$ cat config.mk
export PLATFORM = sky130hd
export DESIGN_NAME = lpvs_ctrl
export DESIGN_NICKNAME = d
export VERILOG_FILES = /design/src/design/lpvs_pkg.sv /design/src/design/lpvs_ctrl.sv
export SDC_FILE = /design/constraint.sdc
export NUM_CORES = 1
export LEC_CHECK = 0
export BUFFER_PORTS_ARGS = -buffer_cell sky130_fd_sc_hd__buf_2
export CORE_AREA = 2 2 39 41
export CTS_CLUSTER_DIAMETER = 60
export CTS_CLUSTER_SIZE = 16
export DETAILED_ROUTE_END_ITERATION = 16
export DIE_AREA = 0 0 41 43
export GPL_ROUTABILITY_DRIVEN = 0
export SYNTH_ARGS = -nofsm -noshare
export SYNTH_HDL_FRONTEND = slang
export SYNTH_SLANG_ARGS = --single-unit
$ cat constraint.sdc
create_clock -name clk -period 1.4 [get_ports clk]
set_clock_uncertainty 0.1 [all_clocks]
set_input_delay 0.28 -clock clk [delete_from_list [all_inputs] [get_ports clk]]
set_output_delay 0.28 -clock clk [all_outputs]
set_load 0.005 [all_outputs]
$ cat src/design/lpvs_pkg.sv
`timescale 1ns / 1ps
// ----------------------------------------------------------------------------
// lpvs_pkg
// Shared widths, field layout and controller/datapath handshake structs for
// the LRU page victim selector.
// ----------------------------------------------------------------------------
package lpvs_pkg;

  // field widths
  localparam int IDX_W   = 5;
  localparam int PC_W    = 12;
  localparam int MASK_W  = 32;
  localparam int CNT_W   = 6;
  localparam int PAGE_W  = 5;
  localparam int STAMP_W = 32;

  // stream widths
  localparam int IN_DATA_W  = 64;
  localparam int OUT_DATA_W = 16;

  // wide enough for any slot * pages + page product
  localparam int EXT_W = 13;

  // controller to datapath commands
  typedef struct packed {
    logic clr_step;   // write one zero entry of the clearing pass
    logic load;       // capture the input beat
    logic decide;     // stamp the page, set requests, set up the scan
    logic scan;       // walk the stamps of the process
    logic finish;     // load the output register, advance the tick after a sweep end
  } lpvs_cmd_t;

  // datapath to controller status
  typedef struct packed {
    logic clr_done;   // last entry of the clearing pass written this cycle
    logic need_scan;  // needed page missing and no frame free
    logic scan_done;  // all stamps read and compared
    logic out_busy;   // output register still holds an untaken beat
  } lpvs_sts_t;

endpackage

$ cat src/design/lpvs_ctrl.sv
`timescale 1ns / 1ps
// ----------------------------------------------------------------------------
// lpvs_ctrl
// Sequencer of the victim selector: clearing pass after reset, then one
// item at a time through divide, decide, an optional scan and output.
// ----------------------------------------------------------------------------
module lpvs_ctrl (
  input  logic               clk,
  input  logic               rst_n,
  input  logic               in_tvalid,
  output logic               in_tready,
  output lpvs_pkg::lpvs_cmd_t cmd,
  input  lpvs_pkg::lpvs_sts_t sts
);
  import lpvs_pkg::*;

  typedef enum logic [2:0] {
    S_CLEAR,
    S_IDLE,
    S_DIV,
    S_DECIDE,
    S_SCAN,
    S_OUT
  } state_t;

  state_t state_r;
  logic   in_tready_r;

  assign in_tready = in_tready_r;

  // decode commands from the state
  always_comb begin
    cmd          = '0;
    cmd.clr_step = (state_r == S_CLEAR);
    cmd.load     = (state_r == S_IDLE) && in_tvalid && in_tready_r;
    cmd.decide   = (state_r == S_DECIDE);
    cmd.scan     = (state_r == S_SCAN);
    cmd.finish   = (state_r == S_OUT) && !sts.out_busy;
  end

  // state and ready register
  always_ff @(posedge clk) begin
    if (!rst_n) begin
      state_r     <= S_CLEAR;
      in_tready_r <= 1'b0;
    end else begin
      unique case (state_r)
        S_CLEAR: begin
          if (sts.clr_done) begin
            state_r     <= S_IDLE;
            in_tready_r <= 1'b1;
          end
        end
        S_IDLE: begin
          if (in_tvalid && in_tready_r) begin
            state_r     <= S_DIV;
            in_tready_r <= 1'b0;
          end
        end
        S_DIV: begin
          state_r <= S_DECIDE;
        end
        S_DECIDE: begin
          state_r <= sts.need_scan ? S_SCAN : S_OUT;
        end
        S_SCAN: begin
          if (sts.scan_done) begin
            state_r <= S_OUT;
          end
        end
        S_OUT: begin
          if (!sts.out_busy) begin
            state_r     <= S_IDLE;
            in_tready_r <= 1'b1;
          end
        end
        default: begin
          state_r     <= S_CLEAR;
          in_tready_r <= 1'b0;
        end
      endcase
    end
  end

endmodule

# Word level (Yosys, flattened, before mapping)

Index checks and enable logic that the tools add are counted.

Register bits: 4
Latch bits: 0
Bits in writable memories: 0
Memory bits (read-only): 0
Bits of input ports: 7
Output and inout bits: 6
Memories kept: 0

Add/sub/neg operators: 0
Multipliers: 0
Divide/modulo/power cells: 0
Magnitude comparators: 0
Equality and inequality tests: 9
Shift operators: 0
Multiplexer cells: 10
Bitwise gates (word level): 1
Reductions and logical operators: 9

Operator list:

| kind                                                  | number |
|---|---|
| one-hot mux 3 bit (6 select lines)                    | 1 |
| 2-to-1 mux 3 bit                                      | 4 |
| AND reduction 4 bit                                   | 2 |
| equality test 3 x 2 -> 1 bit, second input constant   | 2 |
| equality test 3 bit, second input constant            | 2 |
| inequality test 2 x 1 -> 1 bit, second input constant | 3 |
| logical AND 1 bit                                     | 4 |
| 2-to-1 mux 1 bit                                      | 4 |
| one-hot mux 1 bit (4 select lines)                    | 1 |
| equality test 3 x 1 -> 1 bit, second input constant   | 1 |
| zero test 3 bit                                       | 1 |
| OR reduction 3 bit                                    | 1 |
| inequality test 2 bit, second input constant          | 1 |
| zero test 1 bit                                       | 1 |
| inverter 1 bit                                        | 1 |

# Longest topological paths before layout

Gate-level depths: netlist of run 1.

Depth after elaboration: 4
Gate-level depth with buffers: 4
Gate-level depth less buffers: 3

# Least setup slack after synthesis of run 1

Ideal clock, no wire load.

Path kind: reg-to-reg
From: register in_tready_r, in the netlist in_tready
To: register in_tready_r, in the netlist in_tready
Arrival: 1.155 ns
Path slack: 0.042 ns
Stages on the path, launching flop included: 4
Period minus slack after synthesis: 1.358 ns
Path through: dfxtp_1 nand3b_1 a311o_1 a2111oi_2

Word-level cells in the longest chain between the ends: 3

RTL lines:

| item                                     | RTL line        | source |
|---|---|---|
| from (decl)                              | lpvs_ctrl.sv:27 | `logic in_tready_r;` |
| from (signal assigned)                   | lpvs_ctrl.sv:45 | `in_tready_r <= 1'b0;` |
| from (signal assigned)                   | lpvs_ctrl.sv:51 | `in_tready_r <= 1'b1;` |
| from (signal assigned)                   | lpvs_ctrl.sv:57 | `in_tready_r <= 1'b0;` |
| logical AND 1 bit                        | lpvs_ctrl.sv:55 | `if (in_tvalid && in_tready_r) begin` |
| inequality test 2 x 1 -> 1 bit (no line) | --              |  |
| AND reduction 4 bit (no line)            | --              |  |

Every way passes these cells.
A chain may end at the register's enable or synchronous reset.

==> summary.txt, run 1 <==
GRT
  – First-pass GRT wire length: 1390 µm
  – GRT Resource Usage Total: 0.118
  – Initial antenna violation count: 0
  – Vias in the first global route: 363
  – Largest net degree at the start of global routing: 12
  – Grt ovf: 0

Critical path
  – Worst r2r src: state_r[0]
  – CP required: 1.02 ns
  – CP Class: flop to output pin
  – Critical Path End Type: output pin
  – CP peak stage delay: 0.36 ns
  – CP cell instances: nand2b_4, buf_6, nor2_4, buf_2
  – Worst Path Arrival: 1.07 ns
  – CP max stage cell: dfxtp_4
  – Crit path from: state_r[2]
  – Delay-heaviest family, CP: flip-flops
  – CP startpoint kind: flop
  – WP buf/inv: 2
  – Crit path max fanout: 6

Clocking
  – TritonCTS clock tree: built
  – Later-pin clock latency in the skew report: 0.24 ns
  – H-Tree Depth: 1
  – Clk buf depth: 2
  – Cts-stage hold buffer count: 0
  – Sink Count: 4
  – Worst-path clk slew: 0.04 ns
  – Root Buffer: clkbuf_4
  – CTS Buf Count: 3

Die
  – Die area: 1760 µm²
  – Row count: 14
  – Placeable Area: 1380 µm²
  – Die height: 43 µm
  – Die width: 41 µm
  – IO Pins: 13
  – Initial core utilization: 0.221

Placed design
  – Placed insts: 70
  – Dpl cell area: 418 µm²
  – Hpwl dp: 542 µm
  – Port Buffers: 12

Timing
  – Final period utilization: 1.04
  – Final Hold Fails: 0
  – Unrepaired setup endpoints after global routing: yes
  – Final Slew Violations: 0
  – Fmax: 0.689 GHz
  – Final setup violation count: 5
  – Final setup margin: -0.0508 ns
  – Min Tclk post-route: 1.45 ns
  – Max_slew headroom: 0.831
  – Worst slew pin tran: 0.254 ns

Status
  – Status: finished with violations
  – Failing checks: negative setup slack

Synth
  – Syn Inst Count: 37
  – Netlist cell types: 22
  – FFs w/ async S/R, synth: 0
  – Seq/Total Area, Yosys: 0.262
  – Post-Syn Area: 305 µm²
  – Top cells by count, synth: dfxtp_1, inv_1, nor2_1, nor3_1
  – Number of synthesized flops with an enable pin: 0
  – Synth warnings: 0
  – Synthesized area per cell: 8.25 µm²
  – Net Count, Synth: 44
  – Primary FF master, synth: dfxtp_1
  – Synth area leader: dfxtp_1
  – FF+latch count, synth: 4
  – Yosys top cell area share: 0.262
  – Top post-synthesis cells by area: dfxtp_1, buf_6, nor3_1

Drt
  – Final ANT Viol Nets: 0
  – WL final: 859 µm
  – Violation count after the first detailed-route iteration: 7
  – Drt drc: 0
  – Via density per instance: 4.84
  – Routed len/inst: 11.3 µm
  – Vias: 368
  – Drt first pass iters: 3

Power
  – Max VDD drop: 475 µV
  – Clock Power Share: 0.227
  – Pwr/cell area: 1200 nW/µm²
  – Reg power frac: 0.293
  – Comb pwr share: 0.480
  – Switching Fraction: 0.366
  – Int Power: 0.428 mW
  – Leak: 0.247 nW
  – Sw power: 0.247 mW

Cells and area
  – Fin area: 564 µm²
  – P&R area growth vs syn: 84.8%
  – Fillers: 143
  – Nets: 69
  – Diode count: 0
  – Post-Route Utilization: 0.408
  – Layout cell share with drive strength beyond 1: 0.683
  – Non-Filler Instances: 76

Job
  – Max-cap violations: 0

Worst hold path
  – HP Class: input port to flop
  – Hold Startpoint: rst_n
flip-flops by register name, summed over array words and instances, names as in the netlist:
signal	count
in_tready	1
state_r	3
cell type report:
type / count / area, µm² / area share
Multi-Input combinational cell: 26 / 245 / 0.435
Timing Repair Buffer: 23 / 168 / 0.297
Sequential cell: 4 / 91.3 / 0.162
Clock buffer: 3 / 22.5 / 0.0399
Tap cell: 16 / 20.0 / 0.0355
Inverter: 4 / 17.5 / 0.0310
metrics by stage:
stage               setup TNS (ns)  setup WS (ns)  hold WS (ns)  total power, mW
floorplan                        0         0.0417         0.297            0.319
detailed placement         -0.0580        -0.0580         0.403            0.408
finish                      -0.192        -0.0508         0.153            0.676
CTS                         -0.211        -0.0589         0.151            0.646
global route                -0.443        -0.0879         0.165            0.718
global placement           -0.0265        -0.0265         0.401            0.407
placed cells by master (no fill, tap or decap), types with 2 or more instances in the layout:
master | Yosys | layout
dfxtp_4 | 0 | 3
nor2b_1 | 2 | 2
nor2_4 | 0 | 2
buf_6 | 2 | 6
o21a_1 | 2 | 2
buf_4 | 0 | 6
a2111oi_2 | 1 | 2
buf_2 | 1 | 11
inv_1 | 4 | 3
nand2b_4 | 0 | 2
nor3_4 | 0 | 2
clkbuf_4 | 0 | 3
routing by layer:
layer	share of wire	wire (µm)	up-vias	global-route usage
li1	-	-	177	-
met1	0.41	348	173	0.120
met2	0.48	415	14	0.191
met3	0.069	59	4	0.0209
met4	0.042	36	0	0.100
met5	0	0	-	0
power groups by stage:
| stage | combinational (mW) | clock, mW | sequential [mW] |
|---|---|---|---|
| 5_1_grt | 0.350 | 0.164 | 0.204 |
| 6_report | 0.324 | 0.153 | 0.198 |
| 3_5_place_dp | 0.228 | 0 | 0.180 |
| 3_3_place_gp | 0.229 | 0 | 0.178 |
| 4_1_cts | 0.291 | 0.158 | 0.197 |
| 2_1_floorplan | 0.164 | 0 | 0.154 |
timing repair:
| action | 4_1_cts | 5_1_grt |
|---|---|---|
| endpoints found under the setup margin | 6 | 8 |
| pin swaps | 5 | 2 |
| hold endpoints to repair | 0 | 0 |
| buffers inserted | 3 | 1 |
| gates resized for setup | 22 | 6 |
final timing paths:
check / to / slack, ns / cells past startpoint
worst max-delay path: cmd[2] / -0.05 / 4
worst min-delay path: state_r[2] / 0.15 / 2
worst max register to register: state_r[0] / 0.05 / 5
worst min register to register: state_r[1] / 0.45 / 2
cell families (layout without fill, tap and decap cells):
family                    after synthesis  in the layout  share of synthesized area
muxes                                   1              1                     0.0328
and+or+nand+nor                        16             16                      0.291
DFF                                     4              4                      0.262
buffers and inverters                   7             30                      0.139
AOI/OAI and AO/OA                       8              8                      0.246
xor gates and xnor gates                1              1                     0.0287
Power figures use the tool's default switching activity.
==> run 2, diff against run 1 <==
==> constraint.sdc (replaced) <==
create_clock -name clk -period 1.4 [get_ports clk]
set_clock_uncertainty 0.1 [all_clocks]
set_input_delay 0 -clock clk [delete_from_list [all_inputs] [get_ports clk]]
set_output_delay 0 -clock clk [all_outputs]
set_load 0.005 [all_outputs]
==> summary.txt, run 2 (synthesis gave the netlist of run 1 again) <==
Timing
  – Worst slew pin tran: 0.388 ns (was 0.254 ns)
  – Final period utilization: 0.942 (was 1.04)
  – Final setup margin: 0.0817 ns (was -0.0508 ns)
  – Fmax: 0.759 GHz (was 0.689 GHz)
  – Final Slew Violations: 0 (unchanged)
  – Final setup violation count: 0 (was 5)
  – Min Tclk post-route: 1.32 ns (was 1.45 ns)
  – Unrepaired setup endpoints after global routing: yes (unchanged)
  – Final Hold Fails: 0 (unchanged)
  – Max_slew headroom: 0.741 (was 0.831)

Cells and area
  – Post-Route Utilization: 0.319 (was 0.408)
  – Diode count: 0 (unchanged)
  – Largest register FFs: 3 (unchanged)
  – Commonest non-fill, non-tap cell in the layout: buf_2 (unchanged)
  – Non-Filler Instances: 72 (was 76)
  – Register area: 81.3 µm² (was 91.3 µm²)
  – P&R area growth vs syn: 44.7% (was 84.8%)
  – Commonest cells after routing, fill and taps aside: buf_2, buf_4, inv_1 (was buf_2, buf_6, buf_4)
  – Nets: 65 (was 69)
  – Fillers: 157 (was 143)
  – Multi-input logic area: 188 µm² (was 245 µm²)
  – Largest reg by FF count: state_r (unchanged)
  – Layout cell share with drive strength beyond 1: 0.464 (was 0.683)

Critical path
  – Reg2reg setup slack: 0.08 ns (was 0.05 ns)
  – CP cell instances: buf_4, a311o_1, a2111oi_2 (was nand2b_4, buf_6, nor2_4, buf_2)
  – Crit path from: state_r[0] (was state_r[2])
  – CP required: 1.43 ns (was 1.02 ns)
  – CP peak stage delay: 0.36 ns (about the same)
  – Critical Path End Type: flop (was output pin)
  – CP Class: flop to flop (was flop to output pin)
  – R2R Path End: in_tready (was state_r[0])
  – Worst Reg-to-Reg Cells: 3 (was 5)
  – Worst Path Arrival: 1.35 ns (was 1.07 ns)
  – Crit path max fanout: 5 (was 6)
  – Worst r2r src: state_r[0] (unchanged)
  – CP max stage cell: a311o_1 (was dfxtp_4)
  – CP startpoint kind: flop (unchanged)

Placed design
  – Port Buffers: 12 (unchanged)
  – Hpwl dp: 540 µm (was 542 µm)
  – Place WS: -0.0618 ns (was -0.0580 ns)
  – Placed insts: 68 (was 70)

Clocking
  – Worst-path clk slew: 0.04 ns (about the same)
  – H-Tree Depth: 1 (unchanged)
  – Clk buf depth: 2 (unchanged)
  – TritonCTS clock tree: built (unchanged)
  – CTS Buf Count: 3 (unchanged)
  – Later-pin clock latency in the skew report: 0.23 ns (was 0.24 ns)
  – Sink Count: 4 (unchanged)
  – Root Buffer: clkbuf_4 (unchanged)

Worst hold path
  – Hold Startpoint: sts[0] (was rst_n)
  – HP Class: input port to flop (unchanged)
  – Cells on Worst Hold Path: 3 (was 2)
  – Hold Path End: state_r[2] (unchanged)

Die
  – Initial core utilization: 0.221 (unchanged)
  – Die height: 43 µm (unchanged)
  – Row count: 14 (unchanged)
  – Die area: 1760 µm² (unchanged)
  – IO Pins: 13 (unchanged)
  – Die width: 41 µm (unchanged)
  – Placeable Area: 1380 µm² (unchanged)

Power
  – Int Power: 0.358 mW (was 0.428 mW)
  – Leak: 0.205 nW (was 0.247 nW)
  – Switching Fraction: 0.332 (was 0.366)
  – Clock Power Share: 0.262 (was 0.227)
  – Reg power frac: 0.326 (was 0.293)
  – Comb pwr share: 0.412 (was 0.480)
  – Max VDD drop: 759 µV (was 475 µV)
  – Sw power: 0.178 mW (was 0.247 mW)
  – Pwr/cell area: 1210 nW/µm² (was 1200 nW/µm²)

Job
  – Max-cap violations: 0 (unchanged)

Drt
  – Routed len/inst: 9.51 µm (was 11.3 µm)
  – Final ANT Viol Nets: 0 (unchanged)
  – Via density per instance: 4.64 (was 4.84)
  – Vias: 334 (was 368)
  – Violation count after the first detailed-route iteration: 4 (was 7)
  – WL final: 685 µm (was 859 µm)
  – Drt drc: 0 (unchanged)
  – Drt first pass iters: 3 (unchanged)

Status
  – Status: finished clean (was finished with violations)

GRT
  – Initial antenna violation count: 0 (unchanged)
  – Grt ovf: 0 (unchanged)
  – GRT Resource Usage Total: 0.0983 (was 0.118)
  – Largest net degree at the start of global routing: 12 (unchanged)
  – First-pass GRT wire length: 1170 µm (was 1390 µm)
  – Vias in the first global route: 314 (was 363)
## run 2: routing by layer
metal,vias to the layer above,part of all wire,routed length [µm],track usage
met5,-,0,0,0
met4,0,0,0,0.0200
met3,0,0.069,47,0.0628
met2,11,0.47,320,0.153
met1,152,0.46,317,0.109
li1,171,-,-,-
## run 2: power groups by stage
| stage | combinational, mW | sequential [mW] | clock, mW |
|---|---|---|---|
| 5_1_grt | 0.245 | 0.180 | 0.157 |
| 6_report | 0.221 | 0.174 | 0.140 |
| 2_1_floorplan | 0.164 | 0.154 | 0 |
| 3_5_place_dp | 0.218 | 0.174 | 0 |
| 3_3_place_gp | 0.217 | 0.174 | 0 |
| 4_1_cts | 0.224 | 0.174 | 0.144 |
## run 2: final cells by class
cell class	instances	share of cell area
repair buffers	19	0.261
inverters	4	0.0340
multi-input cells	26	0.425
clock buffers	3	0.0510
flip-flops and latches	4	0.184
well taps	16	0.0453
## run 2: worst max-delay path by stage
stage                end  slack, ns  cells after the start
3_3_place_gp   in_tready      -0.03                      3
3_5_place_dp   in_tready      -0.06                      3
6_report       in_tready       0.08                      3
4_1_cts        in_tready      0.009                      3
2_1_floorplan  in_tready       0.04                      3
5_1_grt        in_tready      -0.02                      3
## run 2: metrics by stage
stage | setup TNS, ns | total power, mW | hold slack, ns | area [µm²]
2_1_floorplan | 0 | 0.319 | 0.0169 | 305
3_3_place_gp | -0.0279 | 0.391 | 0.120 | 403
3_5_place_dp | -0.0618 | 0.392 | 0.127 | 403
4_1_cts | 0 | 0.542 | 0.00193 | 442
5_1_grt | -0.0183 | 0.582 | 0.0250 | 442
6_report | 0 | 0.536 | 0.00618 | 442
## run 2: timing repair
item / CTS / global route
setup endpoints to repair: 2 / 1
resized for setup: 2 / 0
pin swaps: 1 / 1
gates cloned: 0 / 0
hold buffers: 1 / 0
buffers inserted: 0 / 0
endpoints found under the hold margin: 3 / 0
## run 2: critical path: cells and delay by family (launching register included)
family	cells	cell delay, ns
buffers and inverters	1	0.16
flip-flops	1	0.32
AO/OA/AOI/OAI	2	0.64
